===== src/hdl/stn_pkg.sv =====
`timescale 1ns / 1ps
// ----------------------------------------------------------------------------
// stn_pkg: shared types and constants of the source text normalizer
// Byte codes, parser states, rule actions and the request record that the
// front part hands to the back part through the request queue.
// ----------------------------------------------------------------------------
package stn_pkg;

    // Width of a source position.
    localparam int IDX_W = 32;

    // Request queue geometry.
    localparam int QDEPTH = 4;
    localparam int QPTR_W = $clog2(QDEPTH);
    localparam int QCNT_W = $clog2(QDEPTH + 1);

    // Configuration register indexes (byte address / 4).
    localparam logic [1:0] REG_WORD_MODE  = 2'd0;
    localparam logic [1:0] REG_EOF_MARKER = 2'd1;
    localparam logic [1:0] REG_EXTRA_BLANK = 2'd2;

    // Configuration reset values.
    localparam logic [7:0] EOF_MARKER_RST  = 8'hFF;
    localparam logic [7:0] EXTRA_BLANK_RST = 8'h0C;

    // Byte codes.
    localparam logic [7:0] CH_NUL     = 8'h00;
    localparam logic [7:0] CH_TAB     = 8'h09;
    localparam logic [7:0] CH_LF      = 8'h0A;
    localparam logic [7:0] CH_VT      = 8'h0B;
    localparam logic [7:0] CH_FF      = 8'h0C;
    localparam logic [7:0] CH_CR      = 8'h0D;
    localparam logic [7:0] CH_SPACE   = 8'h20;
    localparam logic [7:0] CH_DQUOTE  = 8'h22;
    localparam logic [7:0] CH_HASH    = 8'h23;
    localparam logic [7:0] CH_PERCENT = 8'h25;
    localparam logic [7:0] CH_SQUOTE  = 8'h27;
    localparam logic [7:0] CH_STAR    = 8'h2A;
    localparam logic [7:0] CH_SLASH   = 8'h2F;
    localparam logic [7:0] CH_BSLASH  = 8'h5C;
    localparam logic [7:0] CH_RBRACE  = 8'h7D;
    localparam logic [7:0] CH_LC_I    = 8'h69;
    localparam logic [7:0] CH_LC_M    = 8'h6D;
    localparam logic [7:0] CH_LC_P    = 8'h70;
    localparam logic [7:0] CH_LC_O    = 8'h6F;
    localparam logic [7:0] CH_LC_R    = 8'h72;
    localparam logic [7:0] CH_LC_T    = 8'h74;
    localparam logic [7:0] CH_LC_U    = 8'h75;
    localparam logic [7:0] CH_LC_S    = 8'h73;
    localparam logic [7:0] CH_LC_N    = 8'h6E;
    localparam logic [7:0] CH_LC_G    = 8'h67;

    // Source languages.
    typedef enum logic [2:0] {
        LANG_OTHER  = 3'd0,
        LANG_CFAM   = 3'd1,
        LANG_ERL    = 3'd2,
        LANG_SCRIPT = 3'd3,
        LANG_PY     = 3'd4
    } t_lang;

    // Parser states.
    typedef enum logic [4:0] {
        S_NORMAL, S_CSTART, S_CCOM, S_CCEND, S_REGEXP, S_DQ, S_DQ1, S_DQ2,
        S_DQ3, S_DQ4, S_DQ5, S_SQ1, S_SQ2, S_SQ3, S_SQ4, S_SQ5, S_SQ, S_ESCD,
        S_ESCS, S_SKIP, S_SPACE
    } t_state;

    // Rule actions.
    typedef enum logic [2:0] {
        A_NONE, A_SLASH_CHAR, A_CHAR, A_MARK, A_SPACE
    } t_act;

    // Result of a rule lookup.
    typedef struct packed {
        logic   hit;
        t_state to;
        t_act   act;
    } t_rule;

    // Configuration seen by the front part.
    typedef struct packed {
        logic       word_mode;
        logic [7:0] eof_marker;
        logic [7:0] extra_blank;
    } t_cfg;

    // One request: one or two output bytes caused by one input byte.
    typedef struct packed {
        logic [7:0]       ch0;
        logic [7:0]       ch1;
        logic [IDX_W-1:0] idx;
        logic             dec0;
        logic             bm0;
        logic             bm1;
        logic             two;
    } t_job;

endpackage


===== src/hdl/stn_front.sv =====
`timescale 1ns / 1ps
// ----------------------------------------------------------------------------
// stn_front: parser front part
// Holds the parser state and the pending bookmark flag, looks up the
// transition for each accepted byte combinationally and pushes a request for the
// bytes to emit into the request queue.
// ----------------------------------------------------------------------------
module stn_front (
    input  logic                 i_clk,
    input  logic                 i_rst_n,
    input  stn_pkg::t_cfg        i_cfg,
    input  logic                 i_valid,
    output logic                 o_ready,
    input  logic [7:0]           i_current_char,
    input  logic [7:0]           i_ahead_1,
    input  logic [7:0]           i_ahead_2,
    input  logic [7:0]           i_ahead_3,
    input  logic [7:0]           i_ahead_4,
    input  logic [7:0]           i_ahead_5,
    input  logic [2:0]           i_language,
    input  logic [stn_pkg::IDX_W-1:0] i_source_index,
    input  logic                 i_q_full,
    output logic                 o_push,
    output stn_pkg::t_job        o_job
);
    import stn_pkg::*;

    t_state r_state, n_state;
    logic   r_bm_pending, n_bm_pending;
    t_lang  lang;
    t_rule  rule;
    t_job   job;
    logic   emit;
    logic   accept;
    logic   kw_import, kw_using, blank_c, word_blank;
    logic [7:0] c;

    // Code rules, language specific entries first, then common entries.
    function automatic t_rule code_rule(t_state st, t_lang lg, logic [7:0] ch);
        t_rule r;
        r = '{hit: 1'b1, to: st, act: A_NONE};
        unique case (st)
            S_NORMAL: begin
                if (lg == LANG_ERL && ch == CH_HASH) begin
                    r.to = S_NORMAL;
                end else if (lg == LANG_ERL && ch == CH_PERCENT) begin
                    r.to = S_SKIP;
                end else if (lg == LANG_PY && ch == CH_DQUOTE) begin
                    r.to = S_DQ1;
                end else if (lg == LANG_PY && ch == CH_SQUOTE) begin
                    r.to = S_SQ1;
                end else if (lg == LANG_SCRIPT && ch == CH_SLASH) begin
                    r.to  = S_REGEXP;
                    r.act = A_CHAR;
                end else begin
                    case (ch) inside
                        CH_SLASH:        r.to = S_CSTART;
                        CH_DQUOTE:       begin r.to = S_DQ; r.act = A_CHAR; end
                        CH_SQUOTE:       begin r.to = S_SQ; r.act = A_CHAR; end
                        CH_LF:           begin r.to = S_NORMAL; r.act = A_MARK; end
                        CH_SPACE, CH_TAB: r.to = S_NORMAL;
                        CH_HASH:         r.to = S_SKIP;
                        default:         r.hit = 1'b0;
                    endcase
                end
            end
            S_CSTART: begin
                case (ch) inside
                    CH_STAR:  r.to = S_CCOM;
                    CH_SLASH: r.to = S_SKIP;
                    default:  begin r.to = S_NORMAL; r.act = A_SLASH_CHAR; end
                endcase
            end
            S_CCOM: begin
                if (ch == CH_STAR) r.to = S_CCEND;
                else               r.hit = 1'b0;
            end
            S_CCEND: begin
                case (ch) inside
                    CH_SLASH: r.to = S_NORMAL;
                    CH_STAR:  r.to = S_CCEND;
                    default:  r.to = S_CCOM;
                endcase
            end
            S_REGEXP: begin
                if (lg == LANG_SCRIPT && ch == CH_SLASH) begin
                    r.to = S_SKIP;
                end else if (lg == LANG_SCRIPT && ch == CH_STAR) begin
                    r.to = S_CCOM;
                end else if (lg == LANG_SCRIPT && ch == CH_LF) begin
                    r.to  = S_NORMAL;
                    r.act = A_CHAR;
                end else begin
                    r.hit = 1'b0;
                end
            end
            S_DQ: begin
                r.act = A_CHAR;
                case (ch) inside
                    CH_BSLASH: r.to = S_ESCD;
                    CH_DQUOTE: r.to = S_NORMAL;
                    CH_LF:     begin r.to = S_NORMAL; r.act = A_MARK; end
                    default:   r.to = S_DQ;
                endcase
            end
            S_SQ: begin
                r.act = A_CHAR;
                case (ch) inside
                    CH_BSLASH: r.to = S_ESCS;
                    CH_SQUOTE: r.to = S_NORMAL;
                    CH_LF:     begin r.to = S_NORMAL; r.act = A_MARK; end
                    default:   r.to = S_SQ;
                endcase
            end
            S_ESCD: begin r.to = S_DQ; r.act = A_CHAR; end
            S_ESCS: begin r.to = S_SQ; r.act = A_CHAR; end
            S_SKIP: begin
                if (ch == CH_LF) begin
                    r.to  = S_NORMAL;
                    r.act = A_MARK;
                end else begin
                    r.hit = 1'b0;
                end
            end
            // Python triple quotes: only Python bytes have rules here.
            S_DQ1: begin
                if (lg != LANG_PY)        r.hit = 1'b0;
                else if (ch == CH_DQUOTE) r.to = S_DQ2;
                else                      begin r.to = S_DQ; r.act = A_CHAR; end
            end
            S_DQ2: begin
                if (lg != LANG_PY)        r.hit = 1'b0;
                else if (ch == CH_DQUOTE) r.to = S_DQ3;
                else                      begin r.to = S_NORMAL; r.act = A_CHAR; end
            end
            S_DQ3: begin
                if (lg != LANG_PY)        r.hit = 1'b0;
                else if (ch == CH_DQUOTE) r.to = S_DQ4;
                else                      r.to = S_DQ3;
            end
            S_DQ4: begin
                if (lg != LANG_PY)        r.hit = 1'b0;
                else if (ch == CH_DQUOTE) r.to = S_DQ5;
                else                      r.to = S_DQ3;
            end
            S_DQ5: begin
                if (lg != LANG_PY)        r.hit = 1'b0;
                else if (ch == CH_DQUOTE) r.to = S_NORMAL;
                else                      r.to = S_DQ3;
            end
            S_SQ1: begin
                if (lg != LANG_PY)        r.hit = 1'b0;
                else if (ch == CH_SQUOTE) r.to = S_SQ2;
                else                      begin r.to = S_SQ; r.act = A_CHAR; end
            end
            S_SQ2: begin
                if (lg != LANG_PY)        r.hit = 1'b0;
                else if (ch == CH_SQUOTE) r.to = S_SQ3;
                else                      begin r.to = S_NORMAL; r.act = A_CHAR; end
            end
            S_SQ3: begin
                if (lg != LANG_PY)        r.hit = 1'b0;
                else if (ch == CH_SQUOTE) r.to = S_SQ4;
                else                      r.to = S_SQ3;
            end
            S_SQ4: begin
                if (lg != LANG_PY)        r.hit = 1'b0;
                else if (ch == CH_SQUOTE) r.to = S_SQ5;
                else                      r.to = S_SQ3;
            end
            S_SQ5: begin
                if (lg != LANG_PY)        r.hit = 1'b0;
                else if (ch == CH_SQUOTE) r.to = S_NORMAL;
                else                      r.to = S_SQ3;
            end
            default: r.hit = 1'b0;
        endcase
        return r;
    endfunction

    // Word rules: blank bytes collapse into one space.
    function automatic t_rule word_rule(t_state st, logic is_blank);
        t_rule r;
        r = '{hit: 1'b1, to: st, act: A_NONE};
        unique case (st)
            S_NORMAL: begin
                if (is_blank) r.to = S_SPACE;
                else          begin r.to = S_NORMAL; r.act = A_CHAR; end
            end
            S_SPACE: begin
                if (is_blank) r.to = S_SPACE;
                else          begin r.to = S_NORMAL; r.act = A_SPACE; end
            end
            default: r.hit = 1'b0;
        endcase
        return r;
    endfunction

    assign c = i_current_char;

    // Language codes beyond the known set count as other.
    always_comb begin
        unique case (i_language)
            LANG_CFAM:   lang = LANG_CFAM;
            LANG_ERL:    lang = LANG_ERL;
            LANG_SCRIPT: lang = LANG_SCRIPT;
            LANG_PY:     lang = LANG_PY;
            default:     lang = LANG_OTHER;
        endcase
    end

    // Byte classes and keyword lookahead.
    assign blank_c = (c == CH_SPACE) || (c == CH_TAB) || (c == CH_LF) ||
                     (c == CH_VT) || (c == CH_FF) || (c == CH_CR);
    assign word_blank = (c == CH_SPACE) || (c == CH_TAB) || (c == CH_CR) ||
                        (c == CH_LF) || (c == i_cfg.extra_blank);
    assign kw_import = (c == CH_LC_I) && (i_ahead_1 == CH_LC_M) &&
                       (i_ahead_2 == CH_LC_P) && (i_ahead_3 == CH_LC_O) &&
                       (i_ahead_4 == CH_LC_R) && (i_ahead_5 == CH_LC_T);
    assign kw_using = (c == CH_LC_U) && (i_ahead_1 == CH_LC_S) &&
                      (i_ahead_2 == CH_LC_I) && (i_ahead_3 == CH_LC_N) &&
                      (i_ahead_4 == CH_LC_G);

    assign rule = i_cfg.word_mode ? word_rule(r_state, word_blank)
                                  : code_rule(r_state, lang, c);

    // Action decode: next state, pending bookmark and the request to queue.
    always_comb begin
        n_state      = r_state;
        n_bm_pending = r_bm_pending;
        emit         = 1'b0;
        job.ch0      = c;
        job.ch1      = c;
        job.idx      = i_source_index;
        job.dec0     = 1'b0;
        job.bm0      = 1'b0;
        job.bm1      = 1'b0;
        job.two      = 1'b0;
        if (c == CH_NUL) begin
            // A zero byte is ignored.
        end else if (c == i_cfg.eof_marker) begin
            emit    = 1'b1;
            n_state = S_NORMAL;
        end else if (rule.hit) begin
            n_state = rule.to;
            unique case (rule.act)
                A_SLASH_CHAR: begin
                    emit     = 1'b1;
                    job.ch0  = CH_SLASH;
                    job.dec0 = 1'b1;
                    job.two  = !blank_c;
                end
                A_CHAR: begin
                    emit         = 1'b1;
                    job.bm0      = r_bm_pending;
                    n_bm_pending = 1'b0;
                end
                A_MARK: n_bm_pending = 1'b1;
                A_SPACE: begin
                    emit    = 1'b1;
                    job.ch0 = CH_SPACE;
                    job.two = 1'b1;
                    job.bm1 = 1'b1;
                end
                default: ;
            endcase
        end else if (r_state == S_NORMAL) begin
            // Other bytes: at a line start (not a closing brace) skip import and using lines, else mark it.
            n_bm_pending = 1'b0;
            if (r_bm_pending && c != CH_RBRACE) begin
                if (kw_import || kw_using) begin
                    n_state = S_SKIP;
                end else begin
                    emit    = 1'b1;
                    job.bm0 = 1'b1;
                end
            end else begin
                emit = 1'b1;
            end
        end
    end

    assign o_ready = !i_q_full;
    assign accept  = i_valid && o_ready;
    assign o_push  = accept && emit;
    assign o_job   = job;

    // Parser state registers.
    always_ff @(posedge i_clk) begin
        if (!i_rst_n) begin
            r_state      <= S_NORMAL;
            r_bm_pending <= 1'b0;
        end else if (accept) begin
            r_state      <= n_state;
            r_bm_pending <= n_bm_pending;
        end
    end

endmodule


===== src/hdl/stn_queue.sv =====
`timescale 1ns / 1ps
// ----------------------------------------------------------------------------
// stn_queue: request queue
// Small register FIFO between the front and the back part so that each side
// can stall on its own.
// ----------------------------------------------------------------------------
module stn_queue (
    input  logic          i_clk,
    input  logic          i_rst_n,
    input  logic          i_push,
    input  stn_pkg::t_job i_job,
    output logic          o_full,
    input  logic          i_pop,
    output logic          o_valid,
    output stn_pkg::t_job o_job
);
    import stn_pkg::*;

    t_job              r_mem [QDEPTH];
    logic [QPTR_W-1:0] r_wr_ptr, r_rd_ptr;
    logic [QCNT_W-1:0] r_count;
    logic              do_push, do_pop;

    assign o_full  = (r_count == QCNT_W'(QDEPTH));
    assign o_valid = (r_count != '0);
    assign o_job   = r_mem[r_rd_ptr];
    assign do_push = i_push && !o_full;
    assign do_pop  = i_pop && o_valid;

    // Storage: written at the tail.
    always_ff @(posedge i_clk) begin
        if (do_push) begin
            r_mem[r_wr_ptr] <= i_job;
        end
    end

    // Pointers and fill count.
    always_ff @(posedge i_clk) begin
        if (!i_rst_n) begin
            r_wr_ptr <= '0;
            r_rd_ptr <= '0;
            r_count  <= '0;
        end else begin
            if (do_push) r_wr_ptr <= r_wr_ptr + 1'b1;
            if (do_pop)  r_rd_ptr <= r_rd_ptr + 1'b1;
            if (do_push && !do_pop)      r_count <= r_count + 1'b1;
            else if (do_pop && !do_push) r_count <= r_count - 1'b1;
        end
    end

endmodule


===== src/hdl/stn_back.sv =====
`timescale 1ns / 1ps
// ----------------------------------------------------------------------------
// stn_back: output back part
// Takes requests from the queue and sends their one or two bytes through an
// output register, one byte per cycle while the receiver is ready.
// ----------------------------------------------------------------------------
module stn_back (
    input  logic                      i_clk,
    input  logic                      i_rst_n,
    input  logic                      i_q_valid,
    input  stn_pkg::t_job             i_q_job,
    output logic                      o_pop,
    output logic                      o_valid,
    input  logic                      i_ready,
    output logic [7:0]                o_char,
    output logic [stn_pkg::IDX_W-1:0] o_source_index,
    output logic                      o_bookmark,
    output logic                      o_last
);
    import stn_pkg::*;

    logic             r_valid;
    logic             r_phase;
    logic [7:0]       r_char;
    logic [IDX_W-1:0] r_idx;
    logic             r_bm;
    logic             r_last;
    logic             load;
    logic [7:0]       n_char;
    logic [IDX_W-1:0] n_idx;
    logic             n_bm, n_last;

    assign load  = i_q_valid && (!r_valid || i_ready);
    assign o_pop = load && (r_phase || !i_q_job.two);

    // Pick the byte of the head request that goes out next.
    always_comb begin
        if (r_phase) begin
            n_char = i_q_job.ch1;
            n_idx  = i_q_job.idx;
            n_bm   = i_q_job.bm1;
            n_last = 1'b1;
        end else begin
            n_char = i_q_job.ch0;
            n_idx  = i_q_job.dec0 ? (i_q_job.idx - IDX_W'(1)) : i_q_job.idx;
            n_bm   = i_q_job.bm0;
            n_last = !i_q_job.two;
        end
    end

    // Output register and beat phase.
    always_ff @(posedge i_clk) begin
        if (!i_rst_n) begin
            r_valid <= 1'b0;
            r_phase <= 1'b0;
        end else begin
            if (load) begin
                r_valid <= 1'b1;
                r_phase <= !r_phase && i_q_job.two;
            end else if (i_ready) begin
                r_valid <= 1'b0;
            end
        end
    end

    always_ff @(posedge i_clk) begin
        if (load) begin
            r_char <= n_char;
            r_idx  <= n_idx;
            r_bm   <= n_bm;
            r_last <= n_last;
        end
    end

    assign o_valid        = r_valid;
    assign o_char         = r_char;
    assign o_source_index = r_idx;
    assign o_bookmark     = r_bm;
    assign o_last         = r_last;

endmodule


===== src/hdl/source_text_normalizer.sv =====
`timescale 1ns / 1ps
// ----------------------------------------------------------------------------
// source_text_normalizer: source text normalizer for duplicate detection
// Path: an accepted byte's request is written into the request queue, then
// moved from the queue head into the output register, which sends it out.
// Rate: one input byte per cycle while the queue is not full; two results of
// one byte go out in turn, one byte a cycle while the output is ready.
// Reset: synchronous; parser state normal, no bookmark pending, request queue
// empty, configuration registers at their reset values.
// ----------------------------------------------------------------------------
module source_text_normalizer (
    input  logic        i_clk,
    input  logic        i_rst_n,
    // Configuration port.
    input  logic        psel,
    input  logic        penable,
    input  logic        pwrite,
    input  logic [3:0]  paddr,
    input  logic [31:0] pwdata,
    output logic [31:0] prdata,
    output logic        pready,
    // Input stream.
    input  logic        i_s_axis_tvalid,
    output logic        o_s_axis_tready,
    // current_char[7:0], ahead_1[15:8], ahead_2[23:16], ahead_3[31:24],
    // ahead_4[39:32], ahead_5[47:40], source_index[79:48]
    input  logic [79:0] i_s_axis_tdata,
    // language[2:0]
    input  logic [2:0]  i_s_axis_tuser,
    // Output stream.
    output logic        o_m_axis_tvalid,
    input  logic        i_m_axis_tready,
    // out_char[7:0], out_source_index[39:8]
    output logic [39:0] o_m_axis_tdata,
    // starts_bookmark[0]
    output logic        o_m_axis_tuser,
    output logic        o_m_axis_tlast
);
    import stn_pkg::*;

    logic       r_word_mode;
    logic [7:0] r_eof_marker;
    logic [7:0] r_extra_blank;
    t_cfg       cfg;
    logic       cfg_wr;
    t_job       push_job, head_job;
    logic       push, pop, q_full, q_valid;
    logic [7:0] out_char;
    logic [IDX_W-1:0] out_idx;

    // Configuration registers.
    assign pready = 1'b1;
    assign cfg_wr = psel && penable && pwrite && pready;

    always_ff @(posedge i_clk) begin
        if (!i_rst_n) begin
            r_word_mode   <= 1'b0;
            r_eof_marker  <= EOF_MARKER_RST;
            r_extra_blank <= EXTRA_BLANK_RST;
        end else if (cfg_wr) begin
            unique case (paddr[3:2])
                REG_WORD_MODE:   r_word_mode   <= pwdata[0];
                REG_EOF_MARKER:  r_eof_marker  <= pwdata[7:0];
                REG_EXTRA_BLANK: r_extra_blank <= pwdata[7:0];
                default: ;
            endcase
        end
    end

    // Register read back.
    always_comb begin
        unique case (paddr[3:2])
            REG_WORD_MODE:   prdata = {31'd0, r_word_mode};
            REG_EOF_MARKER:  prdata = {24'd0, r_eof_marker};
            REG_EXTRA_BLANK: prdata = {24'd0, r_extra_blank};
            default:         prdata = '0;
        endcase
    end

    assign cfg.word_mode   = r_word_mode;
    assign cfg.eof_marker  = r_eof_marker;
    assign cfg.extra_blank = r_extra_blank;

    stn_front u_front (
        .i_clk          (i_clk),
        .i_rst_n        (i_rst_n),
        .i_cfg          (cfg),
        .i_valid        (i_s_axis_tvalid),
        .o_ready        (o_s_axis_tready),
        .i_current_char (i_s_axis_tdata[7:0]),
        .i_ahead_1      (i_s_axis_tdata[15:8]),
        .i_ahead_2      (i_s_axis_tdata[23:16]),
        .i_ahead_3      (i_s_axis_tdata[31:24]),
        .i_ahead_4      (i_s_axis_tdata[39:32]),
        .i_ahead_5      (i_s_axis_tdata[47:40]),
        .i_language     (i_s_axis_tuser),
        .i_source_index (i_s_axis_tdata[79:48]),
        .i_q_full       (q_full),
        .o_push         (push),
        .o_job          (push_job)
    );

    stn_queue u_queue (
        .i_clk   (i_clk),
        .i_rst_n (i_rst_n),
        .i_push  (push),
        .i_job   (push_job),
        .o_full  (q_full),
        .i_pop   (pop),
        .o_valid (q_valid),
        .o_job   (head_job)
    );

    stn_back u_back (
        .i_clk          (i_clk),
        .i_rst_n        (i_rst_n),
        .i_q_valid      (q_valid),
        .i_q_job        (head_job),
        .o_pop          (pop),
        .o_valid        (o_m_axis_tvalid),
        .i_ready        (i_m_axis_tready),
        .o_char         (out_char),
        .o_source_index (out_idx),
        .o_bookmark     (o_m_axis_tuser),
        .o_last         (o_m_axis_tlast)
    );

    assign o_m_axis_tdata = {out_idx, out_char};

endmodule

===== config.mk =====
export PLATFORM = sky130hd
export DESIGN_NAME = source_text_normalizer
export DESIGN_NICKNAME = d
export VERILOG_FILES = /design/src/hdl/stn_pkg.sv /design/src/hdl/stn_front.sv /design/src/hdl/stn_queue.sv /design/src/hdl/stn_back.sv /design/src/hdl/source_text_normalizer.sv
export SDC_FILE = /design/constraint.sdc
export NUM_CORES = 1
export LEC_CHECK = 0
export BUFFER_PORTS_ARGS = -buffer_cell sky130_fd_sc_hd__buf_2
export CAP_MARGIN = 15
export CORE_UTILIZATION = 64
export CTS_BUF_LIST = sky130_fd_sc_hd__clkbuf_4 sky130_fd_sc_hd__clkbuf_8
export CTS_CLUSTER_SIZE = 30
export DETAILED_ROUTE_END_ITERATION = 8
export GPL_ROUTABILITY_DRIVEN = 0
export PLACE_DENSITY = 0.88
export SLEW_MARGIN = 20
export SYNTH_ARGS = -nofsm -noshare
export SYNTH_HDL_FRONTEND = slang
export SYNTH_SLANG_ARGS = --single-unit

===== constraint.sdc =====
create_clock -name i_clk -period 8.2 [get_ports i_clk]
set_clock_uncertainty 0.15 [all_clocks]
set_input_delay 0.41 -clock i_clk [delete_from_list [all_inputs] [get_ports i_clk]]
set_output_delay 0.41 -clock i_clk [all_outputs]
set_load 0.05 [all_outputs]

==> results.py, run 1 <==
metrics = {
    "run_status": {
        "status": "complete, no violations",
    },
    "yosys": {
        "async_flop_share_pct": 0,
        "syn-instance-count": 905,
        "ys_seq_area_share_pct": 62.7,
        "synth_edf_count": 250,
        "synth_top_cell_by_area": "edfxtp_1",
        "synth_area_leaders": "edfxtp_1 57%, mux4_2 7.1%, dfxtp_1 5.2%",
        "synth_cell_types": 80,
        "synthFlopType": "edfxtp_1",
        "ys_ff_latch": 284,
        "netlist_top_cells_count": "250 x edfxtp_1, 61 x nand2_1, 41 x mux4_2, 39 x nor2_1, 38 x clkbuf_1",
        "yosysWarningCount": 0,
        "synth_area_per_cell_um2": 14.4,
        "synth_most_common_cell": "edfxtp_1",
        "syn_area_um2": 13100,
        "synth_top_area_share_pct": 57.5,
    },
    "cts": {
        "ctsHoldBuffers": 40,
        "cts_resized": 0,
        "clk_latency_ns": 0.55,
        "postCtsSetupBuffers": 0,
        "cts_buffers": 44,
        "clock-sinks": 284,
        "h-tree-depth": 2,
        "clockRootBuffer": "clkbuf_8",
        "clk_pin_slew_worst_paths_ns": 0.06,
        "cts_tree": "yes",
        "clk_path_buf_depth": 3,
    },
    "final_layout": {
        "areaGrowthSynthToFinish_pct": 17.1,
        "antenna_cells": 0,
        "fin_nets": 1238,
        "final_area_um2": 15300,
        "drive_above_1_share_pct": 26.5,
        "fillers": 1068,
    },
    "routing": {
        "drtAntennaViolNets": 0,
        "drc": 0,
        "wire_per_inst_um": 21.6,
        "viasPerCell": 6.27,
        "via_count": 8805,
        "routed_wl_um": 30300,
        "drt_iter0_markers": 851,
        "dr.pass1.iters": 5,
    },
    "placement": {
        "place_ws_ns": 3.74,
        "place_area_um2": 14000,
        "io_buffer_count": 151,
        "dp_hpwl_um": 18200,
    },
    "worst_setup_path": {
        "crit_path_end": "u_queue.r_count[2]$_SDFFE_PN0P_",
        "crit_path_end_kind": "flip-flop",
        "r2r_start": "u_front.r_state[0]$_SDFFE_PN0P_",
        "crit_fanout": 21,
        "path_class": "flip-flop to flip-flop",
        "crit_path_start": "u_front.r_state[0]$_SDFFE_PN0P_",
        "arrival_ns": 4.81,
        "cp.required_ns": 8.49,
        "r2r_slack_ns": 3.68,
        "rr_worst_depth": 13,
        "start_kind": "flip-flop",
        "rr_endpoint": "u_queue.r_count[2]$_SDFFE_PN0P_",
    },
    "timing": {
        "rsz0062_at_grt": "false",
        "finalSetupTns_ns": 0,
        "hold_viol_final": 0,
        "setup_ws_ns": 3.68,
        "setup_viol": 0,
        "fmax_mhz": 221,
        "relSlewSlack_pct": 32.5,
        "max_slew.worst_pin.slew_ns": 0.987,
        "min_period_over_period_pct": 55.1,
        "holdWs_ns": 0.0517,
        "final_max_slew_viol_count": 0,
        "min_period_ns": 4.52,
    },
    "worst_hold_path": {
        "hp-class": "input port to flip-flop",
    },
    "grt": {
        "grt_max_degree": 53,
        "grt_pass1_wl_um": 46600,
        "grtUsageTotal_pct": 30.0,
        "grt-ovfl-total": 0,
        "antenna_found_initial": 0,
        "first_global_vias": 8628,
    },
    "floorplan": {
        "die_x_um": 145,
        "num_io_pins": 203,
        "rows": 51,
        "start_util_pct": 66.2,
        "dieHeight_um": 145,
        "fp.dieArea_um2": 21000,
        "coreArea_um2": 19700,
    },
    "power_and_ir_drop": {
        "sequentialPowerShare_pct": 43.1,
        "p_comb_share_pct": 31.9,
        "p_total_w": 0.00500,
        "powerDensity_nw_per_um2": 327,
        "power.share.clock_pct": 25.0,
        "p_sw_w": 0.00180,
        "ir_worst_vdd_uv": 199,
        "cellLeakagePower_nw": 5.40,
        "p_sw_share_pct": 35.9,
        "intPower_w": 0.00320,
    },
    "flow_run": {
        "max-cap-violations": 0,
    },
}
state kept, by name, summed over array words and instances, names as in the netlist, named ones only:
signal,cells
u_back.o_bookmark,1
u_queue.r_count,3
u_back.o_valid,1
u_queue.r_rd_ptr,2
u_front.r_bm_pending,1
u_queue.r_mem,208
u_front.r_state,5
u_back.o_char,8
r_extra_blank,8
u_back.o_source_index,32
r_word_mode,1
u_back.o_last,1
u_queue.r_wr_ptr,2
u_back.r_phase,1
r_eof_marker,8
power by group through the flow:
stage	combinational (W)	sequential (W)	clock, W
after floorplan	0.000838	0.00250	0
after global placement	0.00149	0.00214	0
after detailed placement	0.00154	0.00217	0
after CTS	0.00157	0.00215	0.00125
after global routing	0.00169	0.00219	0.00132
final	0.00160	0.00215	0.00125
cell usage in the layout, fill, tap and decap left out, types with 5 or more instances in the layout:
cell | synthesis | final
nor2_1 | 39 | 39
buf_4 | 25 | 12
nor4b_1 | 7 | 7
nor3b_1 | 10 | 9
nor4_1 | 12 | 12
a31oi_1 | 5 | 5
a221oi_1 | 5 | 5
or3_1 | 7 | 7
nand2b_1 | 9 | 9
nand4_1 | 13 | 13
and2_1 | 6 | 6
mux4_1 | 11 | 11
dlygate4sd3_1 | 0 | 40
conb_1 | 2 | 25
nand2_1 | 61 | 61
dfxtp_1 | 34 | 32
nor3_1 | 24 | 24
mux2_2 | 10 | 10
ha_1 | 6 | 6
buf_2 | 1 | 151
mux2i_1 | 15 | 15
xor2_1 | 27 | 27
mux4_2 | 41 | 41
a21oi_1 | 26 | 25
nor2b_1 | 14 | 14
nand3_1 | 25 | 25
inv_1 | 20 | 20
clkbuf_4 | 0 | 11
a22o_1 | 8 | 8
xnor2_1 | 25 | 25
clkinv_1 | 1 | 15
o21ai_0 | 25 | 25
edfxtp_1 | 250 | 250
clkbuf_8 | 0 | 46
critical path, stage by stage, from the launching register on:
cell,delay (ns)
dfxtp_1,0.75
nor2_1,0.26
a32oi_1,0.28
o22ai_1,0.12
or4_1,0.57
o311ai_0,0.52
nand2b_1,0.32
o21a_1,0.15
ha_1,0.19
inv_1,0.07
fa_1,0.43
xor2_1,0.18
or3_1,0.31
a21oi_1,0.13
cell families (layout without fill, tap and decap cells):
| family | after synthesis | in the layout | synth area share, % |
|---|---|---|---|
| simple gates | 267 | 267 | 11.5 |
| xor+xnor | 53 | 53 | 3.61 |
| other cells | 2 | 25 | 0.0575 |
| compound gates | 122 | 122 | 6.53 |
| buf+inv | 93 | 304 | 3.58 |
| flops | 284 | 284 | 62.7 |
| fa+ha+maj | 7 | 7 | 0.728 |
| mux | 77 | 77 | 11.3 |
worst min-delay path by stage:
| stage | start | end | slack [ns] | cells after the start |
|---|---|---|---|---|
| 6_report | i_s_axis_tdata[7] | u_queue.r_mem[1][43]$_DFFE_PP_ | 0.05 | 1 |
| 5_1_grt | i_s_axis_tdata[7] | u_queue.r_mem[3][43]$_DFFE_PP_ | 0.04 | 1 |
| 4_1_cts | i_s_axis_tdata[7] | u_queue.r_mem[1][43]$_DFFE_PP_ | 0.04 | 1 |
| 3_5_place_dp | r_eof_marker[7]$_SDFFE_PN1P_ | r_eof_marker[7]$_SDFFE_PN1P_ | 0.34 | 2 |
| 3_3_place_gp | r_eof_marker[7]$_SDFFE_PN1P_ | r_eof_marker[7]$_SDFFE_PN1P_ | 0.34 | 2 |
| 2_1_floorplan | u_queue.r_count[2]$_SDFFE_PN0P_ | u_queue.r_count[2]$_SDFFE_PN0P_ | 0.32 | 2 |
area by class of cell:
class	instances	area, um^2	area share (%)
Multi-Input combinational cell	551	4510	29.5
Inverter	21	78.8	0.516
Clock buffer	57	716	4.68
Clock inverter	23	216	1.42
Tap cell	265	332	2.17
Timing Repair Buffer	203	1250	8.15
Sequential cell	284	8190	53.6
layer usage:
metal / global-route usage (%) / part of all wire [%] / up-vias
met2: 51.7 / 51 / 527
met1: 37.5 / 37 / 4275
met4: 12.0 / 3.5 / 0
met5: 0 / 0 / -
li1: - / - / 3910
met3: 5.73 / 8.4 / 93
through the flow:
stage          utilization, %  std cells
6_report                 77.5       1404
5_1_grt                  77.5       1404
4_1_cts                  77.5       1404
3_5_place_dp             70.8       1284
3_3_place_gp             70.8       1284
2_1_floorplan               -        928
No activity file was read; power rests on OpenSTA's default activity.
==> run 2: changes to the inputs <==
CORE_UTILIZATION = 59   (was 64)
PLACE_DENSITY = 0.82   (was 0.88)
clock period = 4.7 ns   (was 8.2 ns; I/O delays follow)
==> run 2 against run 1 <==
Combinational power is 79% higher. Total power is 70% higher. Clock power is 57% higher. Final cell count is 2.6% higher. Non-clock buffer count is 26 higher. Sequential power is 72% higher. Via count is 1.0% lower. Worst hold slack worse by 0.0089 ns. Register-to-register slack worse by 3.3 ns.
==> results.py, run 2 (synthesis results as in run 1) <==
metrics = {
    "final_layout": {
        "final_common_cell": "edfxtp_1",
        "layout_common_cells": "250 x edfxtp_1, 151 x buf_2, 61 x nand2_1",
        "drive_above_1_share_pct": 27.6,
        "regMostFlops": "u_queue.r_mem",
        "fillers": 1369,
        "stdcell_count": 1440,
        "fin_nets": 1263,
        "register_area_um2": 8200,
        "areaGrowthSynthToFinish_pct": 18.5,
        "multiInputGateArea_um2": 4510,
        "largest_reg_flops": 208,
    },
    "power_and_ir_drop": {
        "p_sw_w": 0.00305,
        "cellLeakagePower_nw": 5.49,
        "ir_worst_vdd_uv": 256,
        "p_comb_share_pct": 33.7,
        "power.share.clock_pct": 23.1,
        "sequentialPowerShare_pct": 43.3,
        "intPower_w": 0.00547,
        "p_sw_share_pct": 35.8,
        "powerDensity_nw_per_um2": 550,
        "p_total_w": 0.00852,
    },
    "flow_run": {
        "max-cap-violations": 0,
    },
    "grt": {
        "grt-ovfl-total": 0,
        "grt_max_degree": 53,
        "first_global_vias": 8439,
        "antenna_found_initial": 0,
        "grt_pass1_wl_um": 44100,
        "grtUsageTotal_pct": 25.7,
    },
    "placement": {
        "io_buffer_count": 151,
        "place_ws_ns": 0.312,
        "place_inst": 1311,
        "dp_hpwl_um": 18200,
    },
    "cts": {
        "clk_pin_slew_worst_paths_ns": 0.06,
        "h-tree-depth": 2,
        "clock-sinks": 284,
        "clk_latency_ns": 0.54,
        "cts_tree": "yes",
        "postCtsSetupBuffers": 0,
        "clockRootBuffer": "clkbuf_8",
        "clk_path_buf_depth": 3,
        "cts_buffers": 43,
    },
    "routing": {
        "dr.pass1.iters": 5,
        "viasPerCell": 6.05,
        "routed_wl_um": 28800,
        "drt_iter0_markers": 696,
        "via_count": 8715,
        "wire_per_inst_um": 20.0,
        "drtAntennaViolNets": 0,
        "drc": 0,
    },
    "floorplan": {
        "coreArea_um2": 21800,
        "start_util_pct": 60.0,
        "rows": 54,
        "fp.dieArea_um2": 22700,
        "die_x_um": 151,
        "num_io_pins": 203,
        "dieHeight_um": 151,
    },
    "timing": {
        "max_slew.worst_pin.slew_ns": 1.02,
        "relSlewSlack_pct": 31.6,
        "final_max_slew_viol_count": 0,
        "rsz0062_at_grt": "false",
        "setup_viol": 0,
        "hold_viol_final": 0,
        "fmax_mhz": 233,
        "setup_ws_ns": 0.405,
        "finalSetupTns_ns": 0,
        "min_period_ns": 4.30,
        "holdWs_ns": 0.0429,
        "min_period_over_period_pct": 91.4,
    },
    "worst_setup_path": {
        "start_kind": "flip-flop",
        "crit_path_end_kind": "flip-flop",
        "arrival_ns": 4.58,
        "path_class": "flip-flop to flip-flop",
        "cp.required_ns": 4.99,
        "crit_fanout": 14,
    },
    "worst_hold_path": {
        "hp-class": "input port to flip-flop",
    },
    "run_status": {
        "status": "complete, no violations",
    },
}
==> run 2: layer usage <==
metal  track usage (%)  wire, um
met1              32.3     11100
met2              43.6     14500
met3              4.82      2040
met4              11.3      1080
met5                 0         0
==> run 2: stage by stage <==
step                      utilization, %  area (um^2)
after floorplan                        -        13100
after global placement              64.9        14100
after detailed placement            64.9        14100
after CTS                           71.1        15500
after global routing                71.2        15500
final                               71.2        15500
==> run 2: power by group through the flow <==
stage	Combinational (W)	Clock [W]	Sequential [W]
6_report	0.00287	0.00196	0.00369
5_1_grt	0.00305	0.00210	0.00374
4_1_cts	0.00286	0.00198	0.00368
3_5_place_dp	0.00282	0	0.00373
3_3_place_gp	0.00273	0	0.00369
2_1_floorplan	0.00146	0	0.00436
==> run 2: timing repair <==
item | in CTS | in global routing
hold buffers | 54 | 0
resized for setup | 0 | 2
setup endpoints to repair | 0 | 1
endpoints found under the hold margin | 166 | 0
==> run 2: path summary, 6_finish.rpt <==
path / slack [ns] / from / endpoint / cells after the start
worst max-delay path: 0.40 / u_front.r_state[4]$_SDFFE_PN0P_ / u_queue.r_count[2]$_SDFFE_PN0P_ / 13
worst min-delay path: 0.04 / i_s_axis_tdata[0] / u_queue.r_mem[2][36]$_DFFE_PP_ / 1
worst max register to register: 0.40 / u_front.r_state[4]$_SDFFE_PN0P_ / u_queue.r_count[2]$_SDFFE_PN0P_ / 13
worst min register to register: 0.36 / r_eof_marker[6]$_SDFFE_PN1P_ / r_eof_marker[6]$_SDFFE_PN1P_ / 2
==> run 2: critical path: stages (launching register included) <==
cell      delay (ns)
dfxtp_1         0.58
nor2b_1         0.23
mux2i_1         0.25
o211ai_1        0.14
or4_1           0.60
o311ai_0        0.50
nand2b_1        0.32
o21a_1          0.15
ha_1            0.17
inv_1           0.07
fa_1            0.44
xor2_1          0.18
or3_1           0.30
a21oi_1         0.14
==> run 2: cell type report <==
class / instances / share of cell area [%]
multi-input cells: 551 / 29.1
inverters: 21 / 0.509
diodes: 1 / 0.0162
clock inverters: 13 / 0.614
clock buffers: 61 / 4.69
flip-flops and latches: 284 / 52.9
repair buffers: 229 / 9.86
well taps: 280 / 2.26
